`src/hw/rtl/twwm_pkg.sv`:
```
package twwm_pkg;

	// configuration register indexes
	localparam logic [1:0] REG_FRONT_WORD    = 2'd0;
	localparam logic [1:0] REG_FRONT_LENGTH  = 2'd1;
	localparam logic [1:0] REG_BEHIND_WORD   = 2'd2;
	localparam logic [1:0] REG_BEHIND_LENGTH = 2'd3;

	localparam int WORD_W  = 64;
	localparam int LEN_W   = 4;
	localparam int CHAR_W  = 8;
	localparam int OUT_W   = 16;
	localparam logic [OUT_W-1:0] OUT_MAX = 16'hFFFF;

	// index into the totals delay line, word lengths stay at or below eight
	localparam int HIDX_W = 3;

	// classification queue between front and back
	localparam int QUEUE_DEPTH = 4;
	localparam int QP_W        = 2;
	localparam int QC_W        = 3;

	// one classified character
	typedef struct packed {
		logic               front_hit;
		logic               behind_hit;
		logic [HIDX_W-1:0]  behind_idx;
		logic               disabled;
		logic               last;
	} class_item_t;

	// queue status seen by the top level
	typedef struct packed {
		logic            full;
		logic            empty;
		logic [QC_W-1:0] count;
	} queue_stat_t;

endpackage

```
`src/hw/rtl/twwm_front.sv`:
```
module twwm_front #(
	parameter int MAX_WORD = 8
) (
	input  logic                          clk,
	input  logic                          arst_n,
	input  logic                          in_valid,
	input  logic [twwm_pkg::CHAR_W-1:0]   in_char,
	input  logic                          in_last,
	input  logic                          queue_full,
	input  logic [twwm_pkg::WORD_W-1:0]   front_word,
	input  logic [twwm_pkg::LEN_W-1:0]    front_length,
	input  logic [twwm_pkg::WORD_W-1:0]   behind_word,
	input  logic [twwm_pkg::LEN_W-1:0]    behind_length,
	output logic                          push,
	output twwm_pkg::class_item_t         item
);
	import twwm_pkg::*;

	localparam int RDEPTH = (MAX_WORD > 1) ? MAX_WORD - 1 : 1;
	localparam int RW     = RDEPTH * CHAR_W;
	localparam int WIN_W  = MAX_WORD * CHAR_W;
	localparam int WI     = (MAX_WORD > 1) ? $clog2(MAX_WORD) : 1;
	localparam int SW     = $clog2(MAX_WORD + 1);

	logic [RW-1:0]        recent_q;
	logic [SW-1:0]        seen_q;
	logic [RW+CHAR_W-1:0] win_full;
	logic [WIN_W-1:0]     win;
	logic                 front_hit;
	logic                 behind_hit;

	// does a word of length len end at the newest character of the window
	function automatic logic word_hit(input logic [WORD_W-1:0] word,
			input logic [LEN_W-1:0] len, input logic [WIN_W-1:0] w,
			input logic [SW-1:0] seen);
		logic             hit;
		logic [LEN_W-1:0] back;
		hit = (len != '0) && (len <= LEN_W'(MAX_WORD)) &&
			((5'(seen) + 5'd1) >= {1'b0, len});
		for (int i = 0; i < MAX_WORD; i++) begin
			back = len - 4'd1 - 4'(i);
			if ((4'(i) < len) && ((word[8*i +: 8] == 8'd0) ||
					(word[8*i +: 8] != w[8*back[WI-1:0] +: 8]))) begin
				hit = 1'b0;
			end
		end
		return hit;
	endfunction

	// window of the current character and the ones before it, newest lowest
	assign win_full = {recent_q, in_char};
	assign win      = win_full[WIN_W-1:0];

	// classify the character against both words
	always_comb begin
		front_hit  = word_hit(front_word, front_length, win, seen_q);
		behind_hit = word_hit(behind_word, behind_length, win, seen_q);
		push       = in_valid && !queue_full;
		item.front_hit  = front_hit;
		item.behind_hit = behind_hit;
		item.behind_idx = HIDX_W'(behind_length - 4'd1);
		item.disabled   = (front_length == '0) || (behind_length == '0);
		item.last       = in_last;
	end

	// character history, cleared after the last beat of a sentence
	always_ff @(posedge clk or negedge arst_n) begin
		if (!arst_n) begin
			recent_q <= '0;
			seen_q   <= '0;
		end else if (push) begin
			if (in_last) begin
				recent_q <= '0;
				seen_q   <= '0;
			end else begin
				recent_q <= win_full[RW-1:0];
				if (seen_q < SW'(MAX_WORD)) begin
					seen_q <= seen_q + 1'b1;
				end
			end
		end
	end

endmodule

```
`src/hw/rtl/twwm_queue.sv`:
```
module twwm_queue (
	input  logic                   clk,
	input  logic                   arst_n,
	input  logic                   push,
	input  twwm_pkg::class_item_t  push_item,
	input  logic                   pop,
	output twwm_pkg::class_item_t  head_item,
	output twwm_pkg::queue_stat_t  stat
);
	import twwm_pkg::*;

	class_item_t     mem_q [QUEUE_DEPTH];
	logic [QP_W-1:0] wr_ptr_q;
	logic [QP_W-1:0] rd_ptr_q;
	logic [QC_W-1:0] count_q;

	// status and head
	always_comb begin
		stat.count = count_q;
		stat.full  = (count_q == QC_W'(QUEUE_DEPTH));
		stat.empty = (count_q == '0);
		head_item  = mem_q[rd_ptr_q];
	end

	// storage, no reset needed
	always_ff @(posedge clk) begin
		if (push) begin
			mem_q[wr_ptr_q] <= push_item;
		end
	end

	// pointers and fill count
	always_ff @(posedge clk or negedge arst_n) begin
		if (!arst_n) begin
			wr_ptr_q <= '0;
			rd_ptr_q <= '0;
			count_q  <= '0;
		end else begin
			if (push) begin
				wr_ptr_q <= wr_ptr_q + 1'b1;
			end
			if (pop) begin
				rd_ptr_q <= rd_ptr_q + 1'b1;
			end
			if (push && !pop) begin
				count_q <= count_q + 1'b1;
			end else if (pop && !push) begin
				count_q <= count_q - 1'b1;
			end
		end
	end

endmodule

```
`src/hw/rtl/twwm_back.sv`:
```
module twwm_back #(
	parameter int MAX_WORD   = 8,
	parameter int COUNT_BITS = 16
) (
	input  logic                         clk,
	input  logic                         arst_n,
	input  logic                         head_valid,
	input  twwm_pkg::class_item_t        head_item,
	output logic                         pop,
	output logic                         out_valid,
	input  logic                         out_ready,
	output logic [twwm_pkg::OUT_W-1:0]   out_count
);
	import twwm_pkg::*;

	localparam int HI = (MAX_WORD > 1) ? $clog2(MAX_WORD) : 1;
	localparam int XW = (COUNT_BITS > OUT_W) ? COUNT_BITS : OUT_W;
	localparam logic [COUNT_BITS-1:0] COUNT_MAX = {COUNT_BITS{1'b1}};

	logic [COUNT_BITS-1:0] total_q;
	logic [COUNT_BITS-1:0] hist_q [MAX_WORD];
	logic [COUNT_BITS-1:0] paired_q;
	logic                  valid_q;
	logic [OUT_W-1:0]      count_q;

	logic [COUNT_BITS-1:0] total_n;
	logic [COUNT_BITS-1:0] paired_n;
	logic [XW-1:0]         paired_x;
	logic [OUT_W-1:0]      result;

	// take a beat unless a last beat would overwrite a waiting result
	assign pop = head_valid && (!head_item.last || !valid_q || out_ready);

	// next totals and saturated result, zero while a word is disabled
	always_comb begin
		paired_n = head_item.behind_hit ? hist_q[head_item.behind_idx[HI-1:0]] : paired_q;
		total_n  = (head_item.front_hit && (total_q != COUNT_MAX)) ?
			total_q + 1'b1 : total_q;
		paired_x = XW'(paired_n);
		if (head_item.disabled) begin
			result = '0;
		end else if (paired_x > XW'(OUT_MAX)) begin
			result = OUT_MAX;
		end else begin
			result = paired_x[OUT_W-1:0];
		end
	end

	// running totals and their delay line
	always_ff @(posedge clk or negedge arst_n) begin
		if (!arst_n) begin
			total_q  <= '0;
			paired_q <= '0;
			for (int i = 0; i < MAX_WORD; i++) begin
				hist_q[i] <= '0;
			end
		end else if (pop) begin
			if (head_item.last) begin
				total_q  <= '0;
				paired_q <= '0;
				for (int i = 0; i < MAX_WORD; i++) begin
					hist_q[i] <= '0;
				end
			end else begin
				total_q  <= total_n;
				paired_q <= paired_n;
				hist_q[0] <= total_n;
				for (int i = 1; i < MAX_WORD; i++) begin
					hist_q[i] <= hist_q[i-1];
				end
			end
		end
	end

	// output register
	always_ff @(posedge clk or negedge arst_n) begin
		if (!arst_n) begin
			valid_q <= 1'b0;
		end else if (pop && head_item.last) begin
			valid_q <= 1'b1;
		end else if (out_ready) begin
			valid_q <= 1'b0;
		end
	end

	always_ff @(posedge clk) begin
		if (pop && head_item.last) begin
			count_q <= result;
		end
	end

	assign out_valid = valid_q;
	assign out_count = count_q;

endmodule

```
`src/hw/rtl/two_word_wildcard_match_counter.sv`:
```
// a count reaches m_tvalid once its last beat has passed through the queue and then
// the output register; earlier queued beats and an untaken count can hold it back
// throughput: one character per clock; a last beat waits at the queue head while the
// previous count is not yet taken, and s_tready drops once four beats are queued
// reset: arst_n clears history, totals, queue and configuration at once,
// no clearing pass; history also clears after every last beat
module two_word_wildcard_match_counter #(
	parameter int MAX_WORD   = 8,
	parameter int COUNT_BITS = 16
) (
	input  logic                           clk,
	input  logic                           arst_n,
	input  logic                           s_tvalid,
	output logic                           s_tready,
	input  logic [7:0]                     s_tdata,   // [7:0] text_char
	input  logic                           s_tlast,   // end_of_text
	output logic                           m_tvalid,
	input  logic                           m_tready,
	output logic [15:0]                    m_tdata,   // [15:0] match_count
	input  logic                           cfg_we,
	input  logic [1:0]                     cfg_index,
	input  logic [twwm_pkg::WORD_W-1:0]    cfg_data
);
	import twwm_pkg::*;

	logic [WORD_W-1:0] front_word_q;
	logic [LEN_W-1:0]  front_length_q;
	logic [WORD_W-1:0] behind_word_q;
	logic [LEN_W-1:0]  behind_length_q;

	logic        push;
	logic        pop;
	class_item_t push_item;
	class_item_t head_item;
	queue_stat_t q_stat;

	// configuration registers
	always_ff @(posedge clk or negedge arst_n) begin
		if (!arst_n) begin
			front_word_q    <= '0;
			front_length_q  <= '0;
			behind_word_q   <= '0;
			behind_length_q <= '0;
		end else if (cfg_we) begin
			unique case (cfg_index)
				REG_FRONT_WORD:    front_word_q    <= cfg_data;
				REG_FRONT_LENGTH:  front_length_q  <= cfg_data[LEN_W-1:0];
				REG_BEHIND_WORD:   behind_word_q   <= cfg_data;
				REG_BEHIND_LENGTH: behind_length_q <= cfg_data[LEN_W-1:0];
				default: ;
			endcase
		end
	end

	// classifier
	twwm_front #(
		.MAX_WORD(MAX_WORD)
	) u_front (
		.clk          (clk),
		.arst_n       (arst_n),
		.in_valid     (s_tvalid),
		.in_char      (s_tdata),
		.in_last      (s_tlast),
		.queue_full   (q_stat.full),
		.front_word   (front_word_q),
		.front_length (front_length_q),
		.behind_word  (behind_word_q),
		.behind_length(behind_length_q),
		.push         (push),
		.item         (push_item)
	);

	assign s_tready = !q_stat.full;

	// queue between classifier and counter
	twwm_queue u_queue (
		.clk      (clk),
		.arst_n   (arst_n),
		.push     (push),
		.push_item(push_item),
		.pop      (pop),
		.head_item(head_item),
		.stat     (q_stat)
	);

	// counter and output register
	twwm_back #(
		.MAX_WORD  (MAX_WORD),
		.COUNT_BITS(COUNT_BITS)
	) u_back (
		.clk       (clk),
		.arst_n    (arst_n),
		.head_valid(!q_stat.empty),
		.head_item (head_item),
		.pop       (pop),
		.out_valid (m_tvalid),
		.out_ready (m_tready),
		.out_count (m_tdata)
	);

	// the counter never takes from an empty queue
	a_pop_not_empty: assert property (@(posedge clk) disable iff (!arst_n)
		pop |-> !q_stat.empty)
		else $error("pop from empty queue");

	// fill count stays within the queue depth
	a_count_bound: assert property (@(posedge clk) disable iff (!arst_n)
		q_stat.count <= QC_W'(QUEUE_DEPTH))
		else $error("queue count out of range");

	// a last beat taken from the queue shows a result next cycle
	a_last_gives_result: assert property (@(posedge clk) disable iff (!arst_n)
		(pop && head_item.last) |=> m_tvalid)
		else $error("last beat gave no result");

endmodule
```
`config.mk`:
```
export PLATFORM = sky130hd
export DESIGN_NAME = two_word_wildcard_match_counter
export DESIGN_NICKNAME = d
export VERILOG_FILES = /design/src/hw/rtl/twwm_pkg.sv /design/src/hw/rtl/twwm_front.sv /design/src/hw/rtl/twwm_queue.sv /design/src/hw/rtl/twwm_back.sv /design/src/hw/rtl/two_word_wildcard_match_counter.sv
export SDC_FILE = /design/constraint.sdc
export NUM_CORES = 1
export LEC_CHECK = 0
export BUFFER_PORTS_ARGS = -buffer_cell sky130_fd_sc_hd__buf_2
export CORE_MARGIN = 2
export CORE_UTILIZATION = 60
export DETAILED_ROUTE_END_ITERATION = 16
export GPL_TIMING_DRIVEN = 0
export MAX_ROUTING_LAYER = met4
export PLACE_DENSITY = 0.9
export SLEW_MARGIN = 20
export SYNTH_ARGS = -nofsm -noshare
export SYNTH_HDL_FRONTEND = slang
export SYNTH_SLANG_ARGS = --single-unit
export TNS_END_PERCENT = 20
```
`constraint.sdc`:
```
create_clock -name clk -period 8.3 [get_ports clk]
set_clock_uncertainty 0.2 [all_clocks]
set_input_delay 1.245 -clock clk [delete_from_list [all_inputs] [get_ports clk]]
set_output_delay 1.245 -clock clk [all_outputs]
set_load 0.01 [all_outputs]
```
==> impl_metrics.toml <==
[status]
status = "complete, no violations"

[placed_design]
place_congestion = 1.08
io_buffer_count = 95
dp_slack_ns = 1.75
place_area_sq_um = 24500
dp_cells = 2443
dp_hpwl_um = 55300

[grt]
grt_usage = 0.399
top_usage_layer = "met2"
grt_util_met2 = 0.568
antenna_found_initial = 0
gr-total-overflow = 0
met1_usage = 0.525
grt_pass1_wl_um = 115000
gr-usage-met3 = 0.140
first_global_vias = 17945
grt_max_degree = 93

[setup_path]
required_ns = 8.39
cp_max_fo = 10
end_kind = "register"
start_kind = "register"
crit_chain = "buf_2 > buf_2 > inv_1 > buf_2 > ha_1 > buf_2 > buf_1 > buf_2 > mux2i_1 > mux2i_1 > mux2i_1 > xor2_1 > nand4_1 > nor4_1 > a41oi_1 > nor3_2"
max_stage_delay_ns = 0.64
critical_path_depth = 16
critPathBufInv = 7
critical_path_arrival_ns = 6.92
path_class = "reg -> reg"
slowest_stage = "nor3_2"
reg2reg_depth = 16
cp_top_family = "buffers and inverters"
crit_top_cell = "buf_2"

[power]
power_uw = 8030
p_leak_uw = 0.0111
ir_drop_mv = 0.227
power_per_cell_area_nw_per_um2 = 308

[clocking]
cts_buffer_depth = 3
cts_tree = "yes"
postCtsHoldBufs = 0
clkSinkCount = 392
clock_latency_ns = 0.61
cts_resized = 0
clkSlewWorstSetupHoldPaths_ns = 0.06
numCtsBuffers = 41
cts.htree.levels = 2
cts_root_buf = "clkbuf_16"
postCtsSetupRepairBufs = 0

[floorplanning]
num_rows = 72
start_util = 0.606
die_area_sq_um = 40400
pin_count = 98
core_area_sq_um = 38500
die_y_um = 201
fp.dieW_um = 201

[synthesis]
synthFlopType = "dfrtp_1"
ys_warn_count = 0
synthArstFlopShare = 0.888
synth_area_per_cell_sq_um = 12.8
yosys.cell_types.count = 59
synth_seq_cells = 392
syn_inst = 1826
syn-cell-area_sq_um = 23300
synth_edf_count = 44
synth-seq-area-share = 0.430
synth_nets = 1928

[worst_hold_path]
min_path_type = "reg -> reg"
whs_path_depth = 1

[layout]
syn_to_final_growth_pct = 11.8
drive_gt1_frac = 0.267
final_cell_mix = "dfrtp_1 (348), mux2i_1 (182), mux4_2 (170)"
final_cell_area_sq_um = 26100
final_nets = 2070
layout_commonest_cell = "dfrtp_1"
final_cells = 2519

[sta]
setup_ws_ns = 1.47
finalSetupViolations = 0
hold_violations = 0
slew_headroom = 0.287
tightest_slew_ns = 1.06
rsz0062_at_grt = "no"
fmax_ghz = 0.146
slew_viol_final = 0
fin_crit_sh = 0.823
period_minus_slack_ns = 6.83
hold_ws_ns = 0.297

[job]
max_cap_viol_count = 0

[detailed_routing]
first_pass_iters = 5
drtAntennaViolNets = 0
viasPerCell = 7.08
drc = 0
wl_um = 77400
wire_per_inst_um = 30.7
drt_iter0_drc = 2496
vias = 17830
==> where the power goes <==
group	internal (uW)	switching [uW]
sequential	2280	293
clock	1210	813
combinational	1360	2070
total	4850	3180
==> worst paths after layout <==
path                                     from             endpoint  slack [ns]
hold reg to reg            u_queue.count_q[2]   u_queue.count_q[2]        0.30
setup reg to reg            front_length_q[0]  u_queue.mem_q[1][6]        1.47
min in group asynchronous              arst_n   u_queue.count_q[2]        0.31
setup / recovery            front_length_q[0]  u_queue.mem_q[1][6]        1.47
hold / removal             u_queue.count_q[2]   u_queue.count_q[2]        0.30
max in group asynchronous              arst_n     front_word_q[12]        6.10
==> cells by family (layout without fill, tap and decap cells) <==
group	Yosys count	count (layout)	synth area share
multiplexers	501	501	0.316
flip-flops	392	392	0.430
AND/OR/NAND/NOR	369	369	0.0819
AO/OA/AOI/OAI	211	211	0.0687
buffers and inverters	188	362	0.0345
XOR/XNOR	143	143	0.0567
adder cells (fa/ha/maj)	22	22	0.0121
other	0	1	0
==> sequential cells by signal, summed over array words and instances (netlist names) <==
register          flops
u_queue.wr_ptr_q      2
u_back.out_count     16
front_word_q         64
u_queue.mem_q        28
u_queue.rd_ptr_q      2
front_length_q        4
u_back.out_valid      1
u_back.hist_q       112
behind_word_q        64
behind_length_q       4
u_back.paired_q      16
u_front.seen_q        4
u_back.total_q       16
u_front.recent_q     56
u_queue.count_q       3
==> metal layers <==
| metal | vias up | wire [um] |
|---|---|---|
| li1 | 7180 | - |
| met2 | 1343 | 33800 |
| met5 | - | 0 |
| met3 | 287 | 10300 |
| met4 | 0 | 3950 |
| met1 | 9020 | 29300 |
==> through the flow <==
| stage | TNS (ns) | util |
|---|---|---|
| 6_report | 0 | 0.677 |
| 5_1_grt | 0 | 0.677 |
| 4_1_cts | 0 | 0.677 |
| 3_5_place_dp | 0 | 0.638 |
| 3_3_place_gp | -166.21 | 0.635 |
| 2_1_floorplan | 0 | - |
==> cells in the mapped netlist (6+ instances only) <==
master | number | area share
a21oi_1 | 49 | 0.011
a22o_1 | 128 | 0.048
and2_1 | 18 | 0.0048
and3_1 | 6 | 0.0016
buf_1 | 14 | 0.0023
buf_2 | 34 | 0.0073
clkbuf_1 | 114 | 0.018
dfrtp_1 | 348 | 0.37
edfxtp_1 | 44 | 0.057
ha_1 | 21 | 0.011
inv_1 | 16 | 0.0026
mux2_2 | 147 | 0.071
mux2i_1 | 182 | 0.078
mux4_2 | 170 | 0.16
nand2_1 | 138 | 0.022
nand3_1 | 17 | 0.0037
nand3b_1 | 58 | 0.019
nand4_1 | 19 | 0.0051
nor2_1 | 38 | 0.0061
nor3_1 | 26 | 0.0056
nor4_1 | 25 | 0.0067
o21ai_0 | 15 | 0.0032
or3_1 | 8 | 0.0021
xnor2_1 | 65 | 0.024
xor2_1 | 73 | 0.027
==> area by class of cell <==
class / count / area [sq um]
Antenna cell: 1 / 2.50
Buffer: 169 / 728
Clock buffer: 57 / 1160
Clock inverter: 18 / 338
Fill cell: 2663 / 12400
Inverter: 19 / 76.3
Multi-Input combinational cell: 1246 / 12500
Sequential cell: 392 / 10000
Tap cell: 518 / 648
Timing Repair Buffer: 99 / 596
Power figures use the tool's default switching activity.
